## src/hdl/spq_pkg.sv

```systemverilog
package spq_pkg;

	// Field widths of the request and response words.
	localparam int OP_W     = 2;
	localparam int KEY_W    = 16;
	localparam int PAY_W    = 32;
	localparam int STATUS_W = 2;
	localparam int POS_W    = 4;
	localparam int CNT_W    = 5;

	// Default number of cells in the chain.
	localparam int DEPTH_DEF = 16;

	// Operation codes.
	localparam logic [OP_W-1:0] OP_OFFER = 2'd0;
	localparam logic [OP_W-1:0] OP_POLL  = 2'd1;
	localparam logic [OP_W-1:0] OP_PEEK  = 2'd2;

	// Status codes.
	localparam logic [STATUS_W-1:0] ST_OK    = 2'd0;
	localparam logic [STATUS_W-1:0] ST_EMPTY = 2'd1;
	localparam logic [STATUS_W-1:0] ST_FULL  = 2'd2;

	// Command broadcast from the control logic to every cell.
	typedef struct packed {
		logic             offer;
		logic             poll;
		logic [KEY_W-1:0] key;
		logic [PAY_W-1:0] payload;
	} cell_cmd_t;

endpackage

```

## src/hdl/spq_ifs.sv

```systemverilog
// Request channel: one operation per word.
interface spq_req_if;
	logic                      valid;
	logic                      ready;
	logic [spq_pkg::OP_W-1:0]  op;
	logic [spq_pkg::KEY_W-1:0] key;
	logic [spq_pkg::PAY_W-1:0] payload;

	modport source (output valid, output op, output key, output payload, input ready);
	modport sink (input valid, input op, input key, input payload, output ready);
endinterface

// Response channel: one result word per request word.
interface spq_rsp_if;
	logic                         valid;
	logic                         ready;
	logic [spq_pkg::STATUS_W-1:0] status;
	logic [spq_pkg::POS_W-1:0]    position;
	logic [spq_pkg::KEY_W-1:0]    head_key;
	logic [spq_pkg::PAY_W-1:0]    head_payload;
	logic [spq_pkg::CNT_W-1:0]    count;

	modport source (output valid, output status, output position, output head_key,
		output head_payload, output count, input ready);
	modport sink (input valid, input status, input position, input head_key,
		input head_payload, input count, output ready);
endinterface

```

## src/hdl/sorted_priority_queue.sv

```systemverilog
// Channel  Dir  Handshake    Word
// req      in   valid/ready  op, key, payload
// rsp      out  valid/ready  status, position, head_key, head_payload, count
//
// One request word is taken per cycle while the response side is not stalled;
// its result appears in the response register on the next cycle. The chain of cells
// compares every held key against the offered key at once and shifts in the same edge.
// Reset clears the occupancy count and the response valid flag only; cell
// contents and result fields are meaningless until written. A stalled
// response holds the request side for as long as the response register stays full.
module sorted_priority_queue #(
	parameter int DEPTH = spq_pkg::DEPTH_DEF
) (
	input  logic          clk,
	input  logic          arst_n,
	spq_req_if.sink       req,
	spq_rsp_if.source     rsp
);

	localparam int CW = $clog2(DEPTH + 1);
	localparam int IW = $clog2(DEPTH);

	logic [CW-1:0]             occ_q;
	logic [CW-1:0]             occ_next;
	logic                      take;
	logic                      is_full;
	logic                      is_empty;
	spq_pkg::cell_cmd_t        cmd;
	logic [IW-1:0]             pos;

	logic                      ins      [DEPTH];
	logic                      edge_hit [DEPTH];
	logic [spq_pkg::KEY_W-1:0] cell_key [DEPTH];
	logic [spq_pkg::PAY_W-1:0] cell_pay [DEPTH];

	logic                         rsp_valid_q;
	logic [spq_pkg::STATUS_W-1:0] status_q;
	logic [spq_pkg::POS_W-1:0]    position_q;
	logic [spq_pkg::KEY_W-1:0]    head_key_q;
	logic [spq_pkg::PAY_W-1:0]    head_payload_q;
	logic [spq_pkg::CNT_W-1:0]    count_q;

	// Request side handshake.
	assign req.ready = !rsp_valid_q || rsp.ready;
	assign take      = req.valid && req.ready;
	assign is_full   = (occ_q == CW'(DEPTH));
	assign is_empty  = (occ_q == '0);

	// Command sent down the chain.
	always_comb begin
		cmd.offer   = take && (req.op == spq_pkg::OP_OFFER) && !is_full;
		cmd.poll    = take && (req.op == spq_pkg::OP_POLL) && !is_empty;
		cmd.key     = req.key;
		cmd.payload = req.payload;
	end

	// Chain of cells.
	for (genvar i = 0; i < DEPTH; i++) begin : g_cell
		logic                      l_ins;
		logic [spq_pkg::KEY_W-1:0] l_key;
		logic [spq_pkg::PAY_W-1:0] l_pay;
		logic [spq_pkg::KEY_W-1:0] r_key;
		logic [spq_pkg::PAY_W-1:0] r_pay;

		if (i == 0) begin : g_first
			assign l_ins = 1'b0;
			assign l_key = req.key;
			assign l_pay = req.payload;
		end else begin : g_mid
			assign l_ins = ins[i-1];
			assign l_key = cell_key[i-1];
			assign l_pay = cell_pay[i-1];
		end

		if (i == DEPTH - 1) begin : g_last
			assign r_key = cell_key[i];
			assign r_pay = cell_pay[i];
		end else begin : g_inner
			assign r_key = cell_key[i+1];
			assign r_pay = cell_pay[i+1];
		end

		spq_cell #(.DEPTH(DEPTH), .INDEX(i), .CW(CW)) u_cell (
			.clk           (clk),
			.cmd           (cmd),
			.occ           (occ_q),
			.left_ins      (l_ins),
			.left_key      (l_key),
			.left_payload  (l_pay),
			.right_key     (r_key),
			.right_payload (r_pay),
			.ins           (ins[i]),
			.edge_hit      (edge_hit[i]),
			.key_q         (cell_key[i]),
			.payload_q     (cell_pay[i])
		);
	end

	// Insert position: at most one cell reports the step edge (exactly one
	// unless the chain is full), so its index is recovered by OR-ing the flagged indices.
	always_comb begin
		pos = '0;
		for (int i = 0; i < DEPTH; i++) begin
			if (edge_hit[i]) begin
				pos = pos | IW'(i);
			end
		end
	end

	// Occupancy after this word.
	always_comb begin
		occ_next = occ_q;
		if (cmd.offer) begin
			occ_next = occ_q + CW'(1);
		end else if (cmd.poll) begin
			occ_next = occ_q - CW'(1);
		end
	end

	// Occupancy count and response register.
	always_ff @(posedge clk or negedge arst_n) begin
		if (!arst_n) begin
			occ_q       <= '0;
			rsp_valid_q <= 1'b0;
		end else begin
			occ_q <= occ_next;
			if (take) begin
				rsp_valid_q <= 1'b1;
			end else if (rsp.ready) begin
				rsp_valid_q <= 1'b0;
			end
		end
	end

	// Result fields, loaded when a word is taken.
	always_ff @(posedge clk) begin
		if (take) begin
			status_q       <= spq_pkg::ST_OK;
			position_q     <= '0;
			head_key_q     <= '0;
			head_payload_q <= '0;
			count_q        <= spq_pkg::CNT_W'(occ_next);
			case (req.op)
				spq_pkg::OP_OFFER: begin
					if (is_full) begin
						status_q <= spq_pkg::ST_FULL;
					end else begin
						position_q <= spq_pkg::POS_W'(pos);
					end
				end
				spq_pkg::OP_POLL, spq_pkg::OP_PEEK: begin
					if (is_empty) begin
						status_q <= spq_pkg::ST_EMPTY;
					end else begin
						head_key_q     <= cell_key[0];
						head_payload_q <= cell_pay[0];
					end
				end
				default: begin
				end
			endcase
		end
	end

	assign rsp.valid        = rsp_valid_q;
	assign rsp.status       = status_q;
	assign rsp.position     = position_q;
	assign rsp.head_key     = head_key_q;
	assign rsp.head_payload = head_payload_q;
	assign rsp.count        = count_q;

endmodule

```

## src/hdl/spq_cell.sv

```systemverilog
module spq_cell #(
	parameter int DEPTH = spq_pkg::DEPTH_DEF,
	parameter int INDEX = 0,
	parameter int CW    = $clog2(DEPTH + 1)
) (
	input  logic                      clk,
	input  spq_pkg::cell_cmd_t        cmd,
	input  logic [CW-1:0]             occ,
	input  logic                      left_ins,
	input  logic [spq_pkg::KEY_W-1:0] left_key,
	input  logic [spq_pkg::PAY_W-1:0] left_payload,
	input  logic [spq_pkg::KEY_W-1:0] right_key,
	input  logic [spq_pkg::PAY_W-1:0] right_payload,
	output logic                      ins,
	output logic                      edge_hit,
	output logic [spq_pkg::KEY_W-1:0] key_q,
	output logic [spq_pkg::PAY_W-1:0] payload_q
);

	localparam logic [CW-1:0] IDX = CW'(INDEX);

	// A cell lies at or right of the insert point when it is empty or holds a
	// larger key. Since the chain is sorted, this flag steps from 0 to 1 once.
	assign ins      = (IDX >= occ) || (cmd.key < key_q);
	assign edge_hit = ins && !left_ins;

	// On an offer, cells right of the insert point shift right and the cell at
	// the insert point takes the new entry. On a poll, every cell shifts left.
	always_ff @(posedge clk) begin
		if (cmd.offer) begin
			if (left_ins) begin
				key_q     <= left_key;
				payload_q <= left_payload;
			end else if (ins) begin
				key_q     <= cmd.key;
				payload_q <= cmd.payload;
			end
		end else if (cmd.poll) begin
			key_q     <= right_key;
			payload_q <= right_payload;
		end
	end

endmodule

```

## src/flat_wrapper.sv

```systemverilog
// flat-port wrapper written by rule: the top's interface ports become plain ports
module sorted_priority_queue_flat 
#(
	parameter int DEPTH = spq_pkg::DEPTH_DEF
)
  (clk, arst_n, req_valid, req_op, req_key, req_payload, req_ready, rsp_valid, rsp_status, rsp_position, rsp_head_key, rsp_head_payload, rsp_count, rsp_ready);
  spq_req_if req_i ();
  spq_rsp_if rsp_i ();
  input  logic clk;
  input  logic arst_n;
  input wire logic [$bits(req_i.valid)-1:0] req_valid;
  input wire logic [$bits(req_i.op)-1:0] req_op;
  input wire logic [$bits(req_i.key)-1:0] req_key;
  input wire logic [$bits(req_i.payload)-1:0] req_payload;
  output wire logic [$bits(req_i.ready)-1:0] req_ready;
  output wire logic [$bits(rsp_i.valid)-1:0] rsp_valid;
  output wire logic [$bits(rsp_i.status)-1:0] rsp_status;
  output wire logic [$bits(rsp_i.position)-1:0] rsp_position;
  output wire logic [$bits(rsp_i.head_key)-1:0] rsp_head_key;
  output wire logic [$bits(rsp_i.head_payload)-1:0] rsp_head_payload;
  output wire logic [$bits(rsp_i.count)-1:0] rsp_count;
  input wire logic [$bits(rsp_i.ready)-1:0] rsp_ready;
  assign req_i.valid = req_valid;
  assign req_i.op = req_op;
  assign req_i.key = req_key;
  assign req_i.payload = req_payload;
  assign req_ready = req_i.ready;
  assign rsp_valid = rsp_i.valid;
  assign rsp_status = rsp_i.status;
  assign rsp_position = rsp_i.position;
  assign rsp_head_key = rsp_i.head_key;
  assign rsp_head_payload = rsp_i.head_payload;
  assign rsp_count = rsp_i.count;
  assign rsp_i.ready = rsp_ready;
  sorted_priority_queue #(.DEPTH(DEPTH)) u_core (.clk(clk), .arst_n(arst_n), .req(req_i), .rsp(rsp_i));
endmodule
```

## config.mk

```make
export PLATFORM = sky130hd
export DESIGN_NAME = sorted_priority_queue_flat
export DESIGN_NICKNAME = d
export VERILOG_FILES = /design/src/hdl/spq_pkg.sv /design/src/hdl/spq_ifs.sv /design/src/hdl/sorted_priority_queue.sv /design/src/hdl/spq_cell.sv /design/src/flat_wrapper.sv
export SDC_FILE = /design/constraint.sdc
export NUM_CORES = 2
export LEC_CHECK = 0
export ABC_AREA = 1
export BUFFER_PORTS_ARGS = -buffer_cell sky130_fd_sc_hd__buf_2
export CAP_MARGIN = 20
export CORE_MARGIN = 4
export CORE_UTILIZATION = 54
export CTS_CLUSTER_SIZE = 14
export DETAILED_ROUTE_END_ITERATION = 12
export MAX_ROUTING_LAYER = met4
export PLACE_DENSITY_LB_ADDON = 0.1
export RECOVER_POWER = 50
export SLEW_MARGIN = 20
export SYNTH_ARGS = -nofsm -noshare
export SYNTH_HDL_FRONTEND = slang
export SYNTH_SLANG_ARGS = --single-unit
```

## constraint.sdc

```tcl
create_clock -name clk -period 7.7 [get_ports clk]
set_clock_uncertainty 0.1 [all_clocks]
set_input_delay 1.54 -clock clk [delete_from_list [all_inputs] [get_ports clk]]
set_output_delay 1.54 -clock clk [all_outputs]
set_load 0.005 [all_outputs]
```

==> flow_summary.json <==
{
  "outcome": "complete, but fails checks",
  "violations": "max-capacitance violations, max-slew violations",
  "dieHeight_um": 301,
  "yosysTopAreaCellShare": 0.536,
  "combPwrFrac": 0.232,
  "drt_iter0_drc": 4528,
  "async_flop_share": 0.00720,
  "p_clk_frac": 0.328,
  "port_buffers": 114,
  "hold_depth": 2,
  "grt_max_degree": 235,
  "drv_cap": 13,
  "fin_area_um2": 50100,
  "wl_um": 141000,
  "viasPerCell": 6.02,
  "wl_per_cell_um": 22.9,
  "tightestPinTransition_ps": 3230,
  "place_hpwl_um": 88200,
  "clockRootBuffer": "clkbuf_16",
  "slew_headroom": -1.15,
  "grt_pass1_wl_um": 213000,
  "seq_area_frac_synth": 0.540,
  "fmax_mhz": 159,
  "core.rowCount": 107,
  "p_int_mw": 8.81,
  "power_leakage_nw": 20.5,
  "syn-mean-instance-area_um2": 9.18,
  "drcViolationCount": 0,
  "rsz0062_at_grt": "no",
  "synth_edf_count": 827,
  "overflow": 0,
  "ys_top_cells_by_count": "o21ai_0, edfxtp_1, inv_1, a21oi_1, nand2_1",
  "first_pass_iters": 8,
  "final_util": 0.589,
  "htree_num_levels": 3,
  "cts_hold_buf": 0,
  "setup_viol_count_final": 0,
  "worst_ep_arrival_time_ps": 6480,
  "timing.rr.start": "u_core.occ_q[1]$_DFF_PN0_",
  "crit_path_end_kind": "flip-flop",
  "dp_slack_ps": 1850,
  "cts_buffer_depth": 3,
  "worst_ep_required_time_ps": 7890,
  "hold_path.class": "reg -> reg",
  "yosysUniqueCellTypes": 38,
  "die_w_um": 301,
  "synth_warnings": 0,
  "synth.area.top_cells": "edfxtp_1, o21ai_0, ha_1",
  "ys.flop_type": "edfxtp_1",
  "min_to": "u_core.g_cell[14].u_cell.payload_q[26]$_DFFE_PP_",
  "rr_worst_depth": 12,
  "synth_nets": 5346,
  "antenna_left": 0,
  "synthCells": 5044,
  "cp-start-kind": "input port",
  "synth_area_um2": 46300,
  "dpl_cell_area_um2": 47400,
  "synth.largest_area_cell": "edfxtp_1",
  "areaGrowthSynthToFinish_pct": 8.28,
  "cts_setup_buffers": 0,
  "min-delay-start": "u_core.g_cell[15].u_cell.payload_q[26]$_DFFE_PP_",
  "die_area_um2": 90500,
  "seq_power_share": 0.440,
  "numCtsBuffers": 93,
  "clock-sinks": 833,
  "r2r_end": "u_core.g_cell[3].u_cell.payload_q[12]$_DFFE_PP_",
  "synth_seq_cells": 833,
  "gp_congestion": 0.898,
  "fin_nets": 5253,
  "path_max_fanout": 50,
  "period_share": 0.817,
  "pin_count": 115,
  "critPathKind": "in -> reg",
  "clock_latency_ps": 660,
  "grt_pass1_vias": 34000,
  "cts_tree": "yes",
  "ir_drop_uv": 175,
  "path_clk_slew_ps": 60,
  "drive_gt1_frac": 0.0557,
  "post_cts_resized": 0,
  "grt_use_total": 0.316,
  "initial_core_util": 0.544,
  "post-synth-top-count-cell": "o21ai_0",
  "p_per_area_nw_per_um2": 265,
  "switchingPower_mw": 4.49,
  "antenna_found_initial": 7,
  "switching_share": 0.338,
  "final.min_clock_period_ps": 6290,
  "core-area_um2": 85100,
  "dr_total_vias": 37100,
  "setup_tns_ps": 0,
  "drv_slew": 1022,
  "fin_ws_ps": 1410,
  "hold_viol_final": 0,
  "r2r_setup_slack_ps": 1560
}
==> metrics by stage <==
stage | hold slack, ps | power (mW) | instances
6_report | 424 | 13.3 | 6173
5_1_grt | 451 | 13.9 | 6173
4_1_cts | 425 | 13.3 | 6171
3_5_place_dp | 422 | 8.97 | 6000
3_3_place_gp | 405 | 8.91 | 6000
2_1_floorplan | 400 | 7.83 | 5044
==> layout make-up <==
| type | count | area [µm²] |
|---|---|---|
| Antenna cell | 2 | 5.00 |
| Clock buffer | 112 | 2450 |
| Clock inverter | 59 | 480 |
| Fill cell | 7495 | 35000 |
| Inverter | 780 | 2950 |
| Multi-Input combinational cell | 3073 | 16900 |
| Sequential cell | 833 | 25000 |
| Tap cell | 1144 | 1430 |
| Timing Repair Buffer | 170 | 977 |
==> cell usage in the layout, fill, tap and decap left out, types with 5 or more instances in the layout <==
| cell type | n |
|---|---|
| nand2_1 | 444 |
| bufinv_16 | 6 |
| buf_4 | 41 |
| nand3_1 | 43 |
| clkbuf_16 | 95 |
| nand2_4 | 6 |
| o21bai_1 | 19 |
| a21oi_1 | 577 |
| clkinv_1 | 29 |
| ha_1 | 248 |
| inv_1 | 772 |
| nand4_1 | 13 |
| nor2_1 | 213 |
| o21ai_0 | 1253 |
| nand2_2 | 8 |
| buf_2 | 74 |
| a211oi_1 | 5 |
| edfxtp_1 | 827 |
| o21ai_1 | 54 |
| clkinv_2 | 18 |
| nor3_1 | 9 |
| a31oi_1 | 6 |
| o22ai_1 | 144 |
| dfrtp_1 | 6 |
| inv_2 | 5 |
| o21a_1 | 8 |
| clkbuf_1 | 61 |
| buf_12 | 5 |
==> per-layer routing <==
| metal | vias up | GRT usage | wire length (µm) | part of all wire |
|---|---|---|---|---|
| li1 | 17400 | - | - | - |
| met1 | 17700 | 0.467 | 62500 | 0.44 |
| met2 | 1789 | 0.444 | 59800 | 0.42 |
| met3 | 203 | 0.0668 | 15500 | 0.11 |
| met4 | 0 | 0.0808 | 3620 | 0.026 |
| met5 | - | - | 0 | 0 |
==> critical path: stages <==
cell and delay (ps):
clkbuf_1 1050, ha_1 420, nand2_1 70, inv_1 50, o21ai_0 60, nand2_1 60
nor2_1 280, a21oi_4 90, clkbuf_2 950, nor2_1 440, inv_1 130, nand2_2 670
buf_4 560
==> cells by family after synthesis <==
family | synth area share
compound gates | 0.231
buf+inv | 0.0974
flops | 0.540
simple gates | 0.0643
fa+ha+maj | 0.0670
xor+xnor | 0.000757
==> power groups by stage <==
stage | Combinational [mW] | Sequential [mW] | Clock (mW)
after floorplan | 1.95 | 5.88 | 0
after global placement | 2.99 | 5.92 | 0
after detailed placement | 3.04 | 5.93 | 0
after CTS | 3.05 | 5.84 | 4.41
after global routing | 3.38 | 5.89 | 4.62
final | 3.08 | 5.85 | 4.37
==> registers in the layout, summed over array words and instances (netlist names) <==
register / count
u_core.g_cell.u_cell.key_q: 256
u_core.rsp.head_key: 16
u_core.rsp.head_payload: 32
u_core.rsp.count: 5
u_core.g_cell.u_cell.payload_q: 512
u_core.rsp.position: 4
u_core.occ_q: 5
u_core.rsp.valid: 1
u_core.rsp.status: 2
==> how the worst max path moves through the flow <==
| stage | startpoint | to | depth (start not counted) |
|---|---|---|---|
| floorplan | req_op[1] | u_core.g_cell[15].u_cell.key_q[0]$_DFFE_PP_ | 11 |
| global placement | req_key[13] | u_core.g_cell[8].u_cell.payload_q[11]$_DFFE_PP_ | 10 |
| detailed placement | req_key[13] | u_core.g_cell[8].u_cell.payload_q[7]$_DFFE_PP_ | 10 |
| CTS | req_key[13] | u_core.g_cell[8].u_cell.key_q[1]$_DFFE_PP_ | 10 |
| global route | req_key[15] | u_core.rsp.position[2]$_SDFFCE_PP0P_ | 14 |
| finish | req_key[15] | u_core.g_cell[0].u_cell.payload_q[17]$_DFFE_PP_ | 13 |
No activity file was read; power rests on OpenSTA's default activity.
